===== src/rtl/bbfe_pkg.sv =====
// Shared types and constants for the byte buffer frame extractor.
// Used by bbfe_front, bbfe_back and byte_buffer_frame_extractor; no dependencies.
package bbfe_pkg;

  // Each delimiter pattern holds up to this many bytes in its 32-bit register.
  localparam int PATTERN_BYTES = 4;
  localparam int CFG_DATA_W    = 32;
  localparam int CFG_INDEX_W   = 3;

  // Command codes.
  localparam logic [1:0] CMD_APPEND  = 2'd0;
  localparam logic [1:0] CMD_REMOVE  = 2'd1;
  localparam logic [1:0] CMD_CLEAR   = 2'd2;
  localparam logic [1:0] CMD_EXTRACT = 2'd3;

  // Extraction rules.
  localparam logic [2:0] RULE_ALL       = 3'd0;
  localparam logic [2:0] RULE_HEAD_TAIL = 3'd1;
  localparam logic [2:0] RULE_HEAD_LEN  = 3'd2;
  localparam logic [2:0] RULE_TAIL      = 3'd3;
  localparam logic [2:0] RULE_LEN       = 3'd4;

  // Configuration register indexes.
  localparam logic [CFG_INDEX_W-1:0] REG_RULE_MODE    = 3'd0;
  localparam logic [CFG_INDEX_W-1:0] REG_HEAD_PATTERN = 3'd1;
  localparam logic [CFG_INDEX_W-1:0] REG_HEAD_LENGTH  = 3'd2;
  localparam logic [CFG_INDEX_W-1:0] REG_TAIL_PATTERN = 3'd3;
  localparam logic [CFG_INDEX_W-1:0] REG_TAIL_LENGTH  = 3'd4;
  localparam logic [CFG_INDEX_W-1:0] REG_FRAME_LENGTH = 3'd5;

  typedef struct packed {
    logic [1:0] cmd;
    logic [7:0] in_byte;
    logic [6:0] remove_count;
  } cmd_item_t;

  typedef struct packed {
    logic [7:0] out_byte;
    logic       byte_valid;
    logic       frame_found;
    logic       last;
    logic       overflow_dropped;
    logic [6:0] fill_level;
  } result_t;

  typedef struct packed {
    logic [2:0]  rule_mode;
    logic [31:0] head_pattern;
    logic [2:0]  head_length;
    logic [31:0] tail_pattern;
    logic [2:0]  tail_length;
    logic [6:0]  frame_length;
  } cfg_t;

  // Queue head as seen by the back end.
  typedef struct packed {
    logic      valid;
    cmd_item_t item;
  } queue_head_t;

  typedef enum logic [2:0] {
    ST_IDLE,
    ST_CHK,
    ST_RD,
    ST_CMP,
    ST_ERD,
    ST_EOUT
  } back_state_t;

endpackage


===== src/rtl/bbfe_front.sv =====
// Command front end: a two-entry queue between the start/busy port and the back end.
// Depends on bbfe_pkg.
module bbfe_front (
  input  logic                clk,
  input  logic                rst,
  input  logic                start,
  output logic                busy,
  input  bbfe_pkg::cmd_item_t in_item,
  output bbfe_pkg::queue_head_t head,
  input  logic                pop
);
  import bbfe_pkg::*;

  cmd_item_t  entry [2];
  logic       wr_ptr;
  logic       rd_ptr;
  logic [1:0] count;
  logic       push;
  logic       do_pop;

  assign busy   = (count == 2'd2);
  assign push   = start && !busy;
  assign do_pop = pop && (count != 2'd0);

  assign head.valid = (count != 2'd0);
  assign head.item  = entry[rd_ptr];

  // Entries are payload only; the pointers and count carry the state.
  always_ff @(posedge clk) begin
    if (push) begin
      entry[wr_ptr] <= in_item;
    end
  end

  always_ff @(posedge clk) begin
    if (rst) begin
      wr_ptr <= 1'b0;
      rd_ptr <= 1'b0;
      count  <= 2'd0;
    end else begin
      if (push) begin
        wr_ptr <= ~wr_ptr;
      end
      if (do_pop) begin
        rd_ptr <= ~rd_ptr;
      end
      case ({push, do_pop})
        2'b10:   count <= count + 2'd1;
        2'b01:   count <= count - 2'd1;
        default: count <= count;
      endcase
    end
  end

  // The queue never holds more than two transfers.
  assert property (@(posedge clk) disable iff (rst) count <= 2'd2)
    else $error("front queue count out of range");
  // A pop is only taken from a non-empty queue.
  assert property (@(posedge clk) disable iff (rst) pop |-> head.valid || !do_pop)
    else $error("pop from empty queue");
  // With the queue full and no pop, the count stays full.
  assert property (@(posedge clk) disable iff (rst)
    (count == 2'd2 && !pop) |=> count == 2'd2)
    else $error("full queue lost an entry");

endmodule


===== src/rtl/bbfe_back.sv =====
// Back end: byte store, pointer/fill state, pattern search sequencer and result register.
// Depends on bbfe_pkg; takes commands from bbfe_front.
module bbfe_back #(
  parameter int BUF_DEPTH = 64
) (
  input  logic                  clk,
  input  logic                  rst,
  input  bbfe_pkg::cfg_t        cfg,
  input  bbfe_pkg::queue_head_t head,
  output logic                  pop,
  output logic                  result_valid,
  output bbfe_pkg::result_t     result
);
  import bbfe_pkg::*;

  localparam int AW = (BUF_DEPTH > 1) ? $clog2(BUF_DEPTH) : 1;
  localparam int FW = $clog2(BUF_DEPTH + 1);
  localparam int CW = ((FW > 7) ? FW : 7) + 1;
  localparam logic [CW-1:0] DEPTH_C = CW'(BUF_DEPTH);

  logic [7:0]    mem [BUF_DEPTH];
  logic [7:0]    rdata;
  logic [AW-1:0] raddr;
  logic          we;
  logic [AW-1:0] waddr;

  back_state_t state, state_next;
  logic [AW-1:0] start_ptr, start_ptr_next;
  logic [FW-1:0] fill, fill_next;
  logic [FW-1:0] p, p_next;
  logic [1:0]    k, k_next;
  logic [FW-1:0] h, h_next;
  logic [FW-1:0] off, off_next;
  logic [FW-1:0] len, len_next;
  logic [FW-1:0] i, i_next;
  logic          phase_tail, phase_tail_next;
  logic          res_valid_next;
  result_t       res_next;

  logic [2:0] hl, tl, plen;
  logic [6:0] fl;
  logic [7:0] pat_byte;
  logic [CW-1:0] fill_c;
  logic       over, byte_eq, match_done, emit_last, len_cond;
  logic [CW-1:0] end_pos;

  // Map an offset from the oldest byte to a store address.
  function automatic logic [AW-1:0] addr_of(input logic [AW-1:0] base,
                                            input logic [CW-1:0] ofs);
    logic [CW:0] sum;
    sum = {{(CW+1-AW){1'b0}}, base} + {1'b0, ofs};
    if (sum >= {1'b0, DEPTH_C}) begin
      sum = sum - {1'b0, DEPTH_C};
    end
    return sum[AW-1:0];
  endfunction

  function automatic logic [2:0] clamp_len(input logic [2:0] n);
    if (n == 3'd0) begin
      return 3'd1;
    end else if (n > 3'(PATTERN_BYTES)) begin
      return 3'(PATTERN_BYTES);
    end
    return n;
  endfunction

  assign hl       = clamp_len(cfg.head_length);
  assign tl       = clamp_len(cfg.tail_length);
  assign fl       = (cfg.frame_length == 7'd0) ? 7'd1 : cfg.frame_length;
  assign plen     = phase_tail ? tl : hl;
  assign pat_byte = phase_tail ? cfg.tail_pattern[8*k +: 8] : cfg.head_pattern[8*k +: 8];
  assign fill_c   = CW'(fill);
  assign over     = (CW'(p) + CW'(plen)) > fill_c;
  assign byte_eq  = (rdata == pat_byte);
  assign match_done = byte_eq && ({1'b0, k} + 3'd1 == plen);
  assign len_cond = (fill_c - CW'(p)) >= CW'(fl);
  assign emit_last = (i + FW'(1) == len);
  assign end_pos  = CW'(off) + CW'(len);
  assign pop      = (state == ST_IDLE) && head.valid;

  // Store write and registered read.
  always_ff @(posedge clk) begin
    if (we) begin
      mem[waddr] <= head.item.in_byte;
    end
    rdata <= mem[raddr];
  end

  always_comb begin
    if (state == ST_ERD) begin
      raddr = addr_of(start_ptr, CW'(off) + CW'(i));
    end else begin
      raddr = addr_of(start_ptr, CW'(p) + CW'(k));
    end
  end

  // Next state of the sequencer.
  always_comb begin
    state_next = state;
    case (state)
      ST_IDLE: begin
        if (head.valid && head.item.cmd == CMD_EXTRACT) begin
          case (cfg.rule_mode)
            RULE_ALL:       state_next = (fill == '0) ? ST_IDLE : ST_ERD;
            RULE_HEAD_TAIL: state_next = ST_CHK;
            RULE_HEAD_LEN:  state_next = ST_CHK;
            RULE_TAIL:      state_next = ST_CHK;
            RULE_LEN:       state_next = (fill_c >= CW'(fl)) ? ST_ERD : ST_IDLE;
            default:        state_next = ST_IDLE;
          endcase
        end
      end
      ST_CHK: state_next = over ? ST_IDLE : ST_RD;
      ST_RD:  state_next = ST_CMP;
      ST_CMP: begin
        if (!byte_eq) begin
          state_next = ST_CHK;
        end else if (!match_done) begin
          state_next = ST_RD;
        end else if (phase_tail) begin
          state_next = ST_ERD;
        end else if (cfg.rule_mode == RULE_HEAD_TAIL) begin
          state_next = ST_CHK;
        end else begin
          state_next = len_cond ? ST_ERD : ST_IDLE;
        end
      end
      ST_ERD:  state_next = ST_EOUT;
      ST_EOUT: state_next = emit_last ? ST_IDLE : ST_ERD;
      default: state_next = ST_IDLE;
    endcase
  end

  // Datapath and result values.
  always_comb begin
    start_ptr_next  = start_ptr;
    fill_next       = fill;
    p_next          = p;
    k_next          = k;
    h_next          = h;
    off_next        = off;
    len_next        = len;
    i_next          = i;
    phase_tail_next = phase_tail;
    we              = 1'b0;
    waddr           = addr_of(start_ptr, fill_c);
    res_valid_next  = 1'b0;
    res_next        = '0;
    res_next.last   = 1'b1;
    res_next.fill_level = fill_c[6:0];
    case (state)
      ST_IDLE: begin
        if (head.valid) begin
          i_next = '0;
          p_next = '0;
          case (head.item.cmd)
            CMD_APPEND: begin
              we = 1'b1;
              res_valid_next = 1'b1;
              if (fill_c >= DEPTH_C) begin
                // Full: overwrite the oldest byte and advance past it.
                waddr = start_ptr;
                start_ptr_next = addr_of(start_ptr, CW'(1));
                res_next.overflow_dropped = 1'b1;
              end else begin
                fill_next = fill + FW'(1);
                res_next.fill_level = 7'(fill_c + CW'(1));
              end
            end
            CMD_REMOVE: begin
              res_valid_next = 1'b1;
              if (CW'(head.item.remove_count) >= fill_c) begin
                start_ptr_next = '0;
                fill_next = '0;
                res_next.fill_level = '0;
              end else begin
                start_ptr_next = addr_of(start_ptr, CW'(head.item.remove_count));
                fill_next = FW'(fill_c - CW'(head.item.remove_count));
                res_next.fill_level = 7'(fill_c - CW'(head.item.remove_count));
              end
            end
            CMD_CLEAR: begin
              res_valid_next = 1'b1;
              start_ptr_next = '0;
              fill_next = '0;
              res_next.fill_level = '0;
            end
            default: begin
              case (cfg.rule_mode)
                RULE_ALL: begin
                  off_next = '0;
                  len_next = fill;
                  if (fill == '0) begin
                    // Empty buffer: a found frame with no bytes.
                    res_valid_next = 1'b1;
                    res_next.frame_found = 1'b1;
                    start_ptr_next = '0;
                  end
                end
                RULE_HEAD_TAIL, RULE_HEAD_LEN: begin
                  phase_tail_next = 1'b0;
                end
                RULE_TAIL: begin
                  phase_tail_next = 1'b1;
                end
                RULE_LEN: begin
                  off_next = '0;
                  len_next = FW'(fl);
                  res_valid_next = !(fill_c >= CW'(fl));
                end
                default: begin
                  res_valid_next = 1'b1;
                end
              endcase
            end
          endcase
        end
      end
      ST_CHK: begin
        k_next = '0;
        res_valid_next = over;
      end
      ST_CMP: begin
        if (!byte_eq) begin
          p_next = p + FW'(1);
        end else if (!match_done) begin
          k_next = k + 2'd1;
        end else if (phase_tail) begin
          if (cfg.rule_mode == RULE_HEAD_TAIL) begin
            off_next = h;
            len_next = FW'(CW'(p) + CW'(tl) - CW'(h));
          end else begin
            off_next = '0;
            len_next = FW'(CW'(p) + CW'(tl));
          end
        end else begin
          h_next = p;
          if (cfg.rule_mode == RULE_HEAD_TAIL) begin
            phase_tail_next = 1'b1;
            p_next = FW'(CW'(p) + CW'(hl));
          end else begin
            off_next = p;
            len_next = FW'(fl);
            res_valid_next = !len_cond;
          end
        end
      end
      ST_EOUT: begin
        res_valid_next = 1'b1;
        res_next.out_byte = rdata;
        res_next.byte_valid = 1'b1;
        res_next.frame_found = 1'b1;
        res_next.last = emit_last;
        res_next.fill_level = 7'(fill_c - end_pos);
        i_next = i + FW'(1);
        if (emit_last) begin
          if (end_pos == fill_c) begin
            start_ptr_next = '0;
            fill_next = '0;
          end else begin
            start_ptr_next = addr_of(start_ptr, end_pos);
            fill_next = FW'(fill_c - end_pos);
          end
        end
      end
      default: begin
      end
    endcase
  end

  always_ff @(posedge clk) begin
    if (rst) begin
      state        <= ST_IDLE;
      start_ptr    <= '0;
      fill         <= '0;
      result_valid <= 1'b0;
    end else begin
      state        <= state_next;
      start_ptr    <= start_ptr_next;
      fill         <= fill_next;
      result_valid <= res_valid_next;
    end
  end

  always_ff @(posedge clk) begin
    p          <= p_next;
    k          <= k_next;
    h          <= h_next;
    off        <= off_next;
    len        <= len_next;
    i          <= i_next;
    phase_tail <= phase_tail_next;
    result     <= res_next;
  end

  // The fill never exceeds the store depth.
  assert property (@(posedge clk) disable iff (rst) fill_c <= DEPTH_C)
    else $error("fill above depth");
  // A result that is not the last one of its command always carries a frame byte.
  assert property (@(posedge clk) disable iff (rst)
    (result_valid && !result.last) |-> result.byte_valid)
    else $error("non-final result without data");
  // A frame byte is emitted in the cycle after its read is issued.
  assert property (@(posedge clk) disable iff (rst)
    (state == ST_EOUT) |-> $past(state == ST_ERD))
    else $error("emit without read");
  // Commands are only taken while the sequencer is idle.
  assert property (@(posedge clk) disable iff (rst) pop |-> state == ST_IDLE)
    else $error("pop while busy");

endmodule


===== src/rtl/byte_buffer_frame_extractor.sv =====
// Top level of the byte buffer frame extractor: configuration registers, front queue, back end.
// Depends on bbfe_pkg, bbfe_front and bbfe_back.
//
// Commands are taken when start is high and busy is low; a two-entry queue lets a new command
// in while the back end works. Append, remove and clear each give one registered result in the
// next cycle, so a steady append stream runs at one per cycle. Extract is run by a sequencer over
// the byte store (one write port, one registered read port): each candidate position passes a
// check state, then a read and a compare state for every pattern byte compared, and each frame
// byte goes through a read and an emit state. Results appear on result for one cycle with
// result_valid high and cannot be held off. Configuration is written through cfg_we, cfg_index
// and cfg_data only while the block is idle; the user must ensure this, the block does not.
module byte_buffer_frame_extractor #(
  parameter int BUF_DEPTH = 64
) (
  input  logic                                   clk,
  input  logic                                   rst,
  input  logic                                   start,
  output logic                                   busy,
  input  bbfe_pkg::cmd_item_t                    in_item,
  output logic                                   result_valid,
  output bbfe_pkg::result_t                      result,
  input  logic                                   cfg_we,
  input  logic [bbfe_pkg::CFG_INDEX_W-1:0]       cfg_index,
  input  logic [bbfe_pkg::CFG_DATA_W-1:0]        cfg_data
);
  import bbfe_pkg::*;

  cfg_t        cfg;
  queue_head_t head;
  logic        pop;

  // Configuration register file.
  always_ff @(posedge clk) begin
    if (rst) begin
      cfg.rule_mode    <= RULE_ALL;
      cfg.head_pattern <= '0;
      cfg.head_length  <= 3'd1;
      cfg.tail_pattern <= '0;
      cfg.tail_length  <= 3'd1;
      cfg.frame_length <= 7'd1;
    end else if (cfg_we) begin
      case (cfg_index)
        REG_RULE_MODE:    cfg.rule_mode    <= cfg_data[2:0];
        REG_HEAD_PATTERN: cfg.head_pattern <= cfg_data;
        REG_HEAD_LENGTH:  cfg.head_length  <= cfg_data[2:0];
        REG_TAIL_PATTERN: cfg.tail_pattern <= cfg_data;
        REG_TAIL_LENGTH:  cfg.tail_length  <= cfg_data[2:0];
        REG_FRAME_LENGTH: cfg.frame_length <= cfg_data[6:0];
        default: begin
        end
      endcase
    end
  end

  bbfe_front u_front (
    .clk     (clk),
    .rst     (rst),
    .start   (start),
    .busy    (busy),
    .in_item (in_item),
    .head    (head),
    .pop     (pop)
  );

  bbfe_back #(
    .BUF_DEPTH (BUF_DEPTH)
  ) u_back (
    .clk          (clk),
    .rst          (rst),
    .cfg          (cfg),
    .head         (head),
    .pop          (pop),
    .result_valid (result_valid),
    .result       (result)
  );

endmodule

===== config.mk =====
export PLATFORM = sky130hd
export DESIGN_NAME = byte_buffer_frame_extractor
export DESIGN_NICKNAME = d
export VERILOG_FILES = /design/src/rtl/bbfe_pkg.sv /design/src/rtl/bbfe_front.sv /design/src/rtl/bbfe_back.sv /design/src/rtl/byte_buffer_frame_extractor.sv
export SDC_FILE = /design/constraint.sdc
export NUM_CORES = 1
export LEC_CHECK = 0
export ABC_CLOCK_PERIOD_IN_PS = 6000
export BUFFER_PORTS_ARGS = -buffer_cell sky130_fd_sc_hd__buf_2
export CAP_MARGIN = 30
export CORE_ASPECT_RATIO = 0.5
export CORE_MARGIN = 2
export CORE_UTILIZATION = 65
export DETAILED_ROUTE_END_ITERATION = 10
export HOLD_SLACK_MARGIN = 0.05
export PLACE_DENSITY = 0.82
export SYNTH_ARGS = -nofsm -noshare
export SYNTH_HDL_FRONTEND = slang
export SYNTH_SLANG_ARGS = --single-unit

===== constraint.sdc =====
create_clock -name clk -period 6 [get_ports clk]
set_input_delay 0.9 -clock clk [delete_from_list [all_inputs] [get_ports clk]]
set_output_delay 0.9 -clock clk [all_outputs]
set_load 0.005 [all_outputs]

After elaboration in Yosys (flattened, before gate mapping):

Memory sizes are Yosys's and may differ from the RTL's. A register that Yosys moved wholly into a read port is not among the register bits.
Cells that the tools add are included.

* add/subtract/negate cells: 30
* multiply operators: 0
* divide/modulo/power cells: 0
* $lt $le $gt $ge: 13
* equality and inequality tests: 43
* shift operators: 2
* multiplexer cells: 117
* bitwise operators: 3
* reductions and logical operators: 41

Operators by type and width (count)
* 7-bit two-way mux: 28
* 6-bit two-way mux: 18
* 7-bit case mux with 2 select lines: 7
* 32-bit by 6-bit indexed part select with 8-bit output: 2
* 3-bit two-way mux: 16
* 7-bit case mux with 3 select lines: 2
* 6-bit by 1-bit subtractor with 6-bit output, second input constant: 6
* 1-bit two-way mux: 31
* 7-bit by 1-bit adder with 7-bit output, second input constant: 4
* 6-bit by 8-bit adder with 9-bit output: 3
* 9-bit by 7-bit greater-or-equal comparator with 1-bit output, second input constant: 3
* 3-bit != test, second input constant: 7
* 7-bit subtractor: 3
* 3-bit by 2-bit equality test with 1-bit output, second input constant: 6
* 3-bit case mux with 6 select lines: 1
* 6-bit case mux with 3 select lines: 1
* 6-bit by 7-bit adder with 8-bit output: 2
* 7-bit by 7-bit adder with 8-bit output: 2
* 8-bit by 7-bit greater-or-equal comparator with 1-bit output, second input constant: 2
* 3-bit equality test, second input constant: 5
* 3-bit logical NOT: 5
* 7-bit by 3-bit adder with 7-bit output: 2
* 7-bit greater-or-equal comparator: 2
* 7-bit greater-or-equal comparator, second input constant: 2
* 44 further kinds: 89

* register bits after elaboration: 158
* bits in latches: 0
* RAM bits: 546
* ROM bits: 0
* bits of input ports: 56
* output and inout port bits: 21
* word-level logic and storage cells: 277
* memories kept: 2

Memories
* u_back.mem: depth 64, width 8, read ports 1, clocked after memory_dff 1, write ports 1, RTL line bbfe_back.sv:21 `logic [7:0] mem [BUF_DEPTH];`
* u_front.entry: depth 2, width 17, read ports 1, clocked after memory_dff 1, write ports 1, RTL line bbfe_front.sv:14 `cmd_item_t entry [2];`

Depth between registers and ports, before layout:

* word-level depth: 11
* gate-level depth with buffers: 19
* gate-level depth less buffers: 19

Cells and area by module:

Synthesis repeated with hierarchy kept, for this count alone.

* cell total of the unflattened synthesis: 2674
* area total of the unflattened synthesis: 33861.2 sq um

Modules (own cells, without submodules)
* bbfe_back: instances 1, cells an instance 2293, area an instance 29136.7 sq um, seq. area each 17396.7 sq um
* byte_buffer_frame_extractor: instances 1, cells an instance 302, area an instance 3275.6 sq um, seq. area each 1601.5 sq um
* bbfe_front: instances 1, cells an instance 79, area an instance 1448.9 sq um, seq. area each 1121.1 sq um

Worst setup path before layout:

Ideal clock, no wire load.

* kind: register -> register
* from: reg (tool-made name)
* to: mem u_back.mem[10][0] (enable)
* library setup time: 0.371 ns
* data arrival time: 3.592 ns
* required time: 5.629 ns
* slack: 2.037 ns
* stages on the path, launching flop included: 12
* path buffers: 3
* clock period less this slack: 3.963 ns
* cells stage by stage: dfxtp_1 > clkbuf_1 > buf_1 > mux2i_1 > ha_1 > nand2_1 > nor3_1 > buf_2 > a2111oi_0 > a211oi_1 > o2111ai_1 > nor2_1

RTL lines (RTL line)
* end: declaration: bbfe_back.sv:21

Worst setup path after layout:

* from: reg u_back.start_ptr[1]
* to: reg u_back.rdata[2] (read register of u_back.mem)

* longest elaborated chain between the ends: 4
* elaborated cells between the ends (all ways): 9
* classes of those cells: 4 x add/sub; 2 x order compare; 3 x mux

RTL lines
* start: declaration: RTL line bbfe_back.sv:28 `logic [AW-1:0] start_ptr, start_ptr_next;`
* start signal: assignment: RTL line bbfe_back.sv:279 `start_ptr <= start_ptr_next;`
* 6-bit by 8-bit adder with 9-bit output: RTL line bbfe_back.sv:51 `sum = {{(CW+1-AW){1'b0}}, base} + {1'b0, ofs};`
* 9-bit by 7-bit greater-or-equal comparator with 1-bit output / 6-bit by 1-bit subtractor with 6-bit output (equally long branches): RTL line bbfe_back.sv:52, bbfe_back.sv:53
* 6-bit two-way mux: RTL line bbfe_back.sv:52 `if (sum >= {1'b0, DEPTH_C}) begin`
* 6-bit two-way mux *: RTL line bbfe_back.sv:90 `if (state == ST_ERD) begin`
* end: declaration: RTL line bbfe_back.sv:22 `logic [7:0] rdata;`

Mark *: on every way between the ends. The rest lies on a longest branch, timed or not.
A chain may end at the register's enable or synchronous reset.

==> impl_metrics.py <==
metrics = {
    "clocking": {
        "clk_pin_slew_ns": 0.07,
        "cts_buffer_depth": 3,
        "cts_setup_buffers": 0,
        "holdBufCountCts": 0,
        "h-tree-depth": 2,
        "cts-resized-gates": 0,
        "cts-root-buf": "clkbuf_16",
        "cts_sinks": 713,
        "insertion_delay_ns": 0.64,
        "cts_tree": "built",
        "cts_buffers": 58,
    },
    "worst_setup_path": {
        "cpMostUsedCell": "mux2i_1",
        "cp_max_fo": 69,
        "crit_path_end_kind": "flop",
        "slowest_delay_ns": 0.72,
        "startpoint_type": "flop",
        "arrival_ns": 5.32,
        "required_ns": 6.53,
        "slowest_stage": "a21o_4",
        "path_class": "reg -> reg",
        "crit_path_cell_trace": "fa_1 -> ha_1 -> nor4bb_1 -> a21o_4 -> buf_4 -> mux2i_1 -> mux2i_1 -> a22oi_1 -> nand4b_1 -> and4_1",
    },
    "floorplan": {
        "die_height_um": 163,
        "core_um2": 50100,
        "fp-row-count": 58,
        "die_w_um": 322,
        "initial_utilization": 0.656,
        "die_area_um2": 52600,
        "ios": 77,
    },
    "grt": {
        "grt_max_degree": 155,
        "grt_pass1_wl_um": 130000,
        "overflow": 0,
        "antenna_found_initial": 1,
        "grt_pass1_vias": 22000,
        "grtUsageTotal": 0.323,
    },
    "final_layout": {
        "fin_area_um2": 36000,
        "multi_input_area_um2": 12000,
        "drive_above_1_share": 0.0930,
        "seq_area_um2": 20100,
        "layout_commonest_cell": "edfxtp_1",
        "final_cell_mix": "edfxtp_1 (584), nand2_1 (571), nand3_1 (245)",
        "fill_cells": 3233,
        "final_nets": 3010,
        "area_delta_synth_final_pct": 9.41,
    },
    "run_status": {
        "status": "finished, final reports clean",
    },
    "routing": {
        "num_vias": 23200,
        "via_per_inst": 6.51,
        "dr.pass1.iters": 6,
        "wl_per_cell_um": 23.8,
        "drc": 0,
        "first_iter_violations": 3615,
        "totalWireLength_um": 85100,
        "ant_nets": 0,
    },
    "yosys": {
        "synth_area_um2": 32900,
        "synth_compound_area_frac": 0.0751,
        "synth.area.mux_share": 0.0536,
        "synth_edf_count": 584,
        "yosysWarningCount": 0,
        "ys.flop_type": "edfxtp_1",
        "synth_cell_types": 81,
        "seq_area_frac_synth": 0.611,
        "synth_xor_area_frac": 0.0259,
        "synth_cells": 2805,
        "synth_nets": 2983,
        "yosys.area_share.simple": 0.157,
        "async_flop_share": 0,
        "yosys.area_share.adder": 0.0509,
        "ys_ff_latch": 713,
        "synth_top_family_by_area": "simple AND/OR/NAND/NOR gates",
        "syn_area_per_cell_um2": 11.7,
    },
    "timing": {
        "setup_tns_ns": 0,
        "finalMaxSlewViolations": 0,
        "setup_viol": 0,
        "tightest_slew_ns": 1.02,
        "hold_viol_final": 0,
        "period_share": 0.799,
        "fmax_mhz": 209,
        "skew_ns": 0.0370,
        "rsz0062_at_grt": "false",
        "relSlewSlack": 0.314,
        "min_period_ns": 4.79,
    },
    "power": {
        "clock_power_share": 0.192,
        "p_leak_nw": 13.0,
        "vdd_drop_max_mv": 0.744,
        "p_comb_frac": 0.513,
        "total_power_mw": 21.5,
        "switchingPower_mw": 9.52,
        "switching_share": 0.443,
        "power.density_nw_per_um2": 596,
        "p_int_mw": 12.0,
        "p_seq_frac": 0.295,
    },
    "job": {
        "drv_cap": 0,
    },
    "place": {
        "post-dp-hpwl_um": 53700,
        "place_area_um2": 33900,
        "io_buffers": 76,
        "place_congestion": 0.974,
    },
    "min_path": {
        "hold_path_class": "reg -> reg",
    },
}
[logic make-up after synthesis]
kind of cell	count (synthesis)
and+or+nand+nor	1157
DFF	713
AOI/OAI and AO/OA	385
buffers and inverters	217
adders and majority gates	122
muxes	120
xor gates and xnor gates	91
[flip-flops by register name (all words and copies together), names as in the netlist, 8 cells and up, named ones only]
register	flops
u_back.rdata	8
u_front.entry	34
u_back.mem	512
cfg	80
u_back.result	19
[cell type report]
type,count,area share
sequential,713,0.559
multi-input combinational,1875,0.333
clock buffer,69,0.0417
tap,690,0.0240
timing repair buffer,116,0.0203
clock inverter,40,0.0154
inverter,68,0.00709
antenna,1,0.0000695
[critical path, delay by kind of cell (launching register included)]
| family | cells | cell delay [ns] |
|---|---|---|
| AND/OR/NAND/NOR | 3 | 1.07 |
| AO/OA/AOI/OAI | 2 | 0.94 |
| adder cells (fa/ha/maj) | 2 | 0.86 |
| flip-flops | 1 | 0.69 |
| buffers and inverters | 1 | 0.69 |
| multiplexers | 2 | 0.42 |
[power groups by stage]
stage | clock network, mW | logic (mW) | registers (mW)
CTS | 4.12 | 10.7 | 6.31
global route | 4.31 | 11.8 | 6.35
finish | 4.12 | 11.0 | 6.33
detailed placement | 0 | 10.6 | 6.42
floorplan | 0 | 7.31 | 6.26
global placement | 0 | 10.3 | 6.41
[synth_stat cells (all sizes together), types with 35 or more instances]
cell type    n  area share
edfxtp     584        0.53
nand2      572       0.065
nand3      246       0.038
nor2       163       0.019
a21oi      157       0.024
dfxtp      129       0.078
clkbuf     106       0.012
ha         102       0.039
mux2i       69       0.021
inv         66      0.0075
xnor2       65       0.017
buf         43      0.0067
mux4        40       0.029
o21ai       40      0.0061
and3        35      0.0067
[layer usage]
metal / GRT usage / wire (um)
met5: 0 / 0
met4: 0.111 / 3040
met3: 0.0594 / 9900
met2: 0.510 / 39200
met1: 0.459 / 33000
[worst paths after layout]
check,start,end,slack (ns),cells past startpoint
worst min-delay path,cfg[57],cfg[57],0.45,2
worst max-delay path,u_back.start_ptr[1],u_back.rdata[2],1.21,10
worst min register to register,cfg[57],cfg[57],0.45,2
worst max register to register,u_back.start_ptr[1],u_back.rdata[2],1.21,10
[per-stage QoR]
stage / setup WS [ns] / std cells / hold WS, ns / utilization
after CTS: 1.29 / 3569 / 0.452 / 0.718
after global placement: 1.50 / 3458 / 0.436 / 0.676
after floorplan: 2.04 / 2805 / 0.432 / -
final: 1.21 / 3572 / 0.452 / 0.718
after detailed placement: 1.29 / 3460 / 0.443 / 0.677
after global routing: 0.997 / 3572 / 0.472 / 0.718
(Power assumes the default switching activity.)
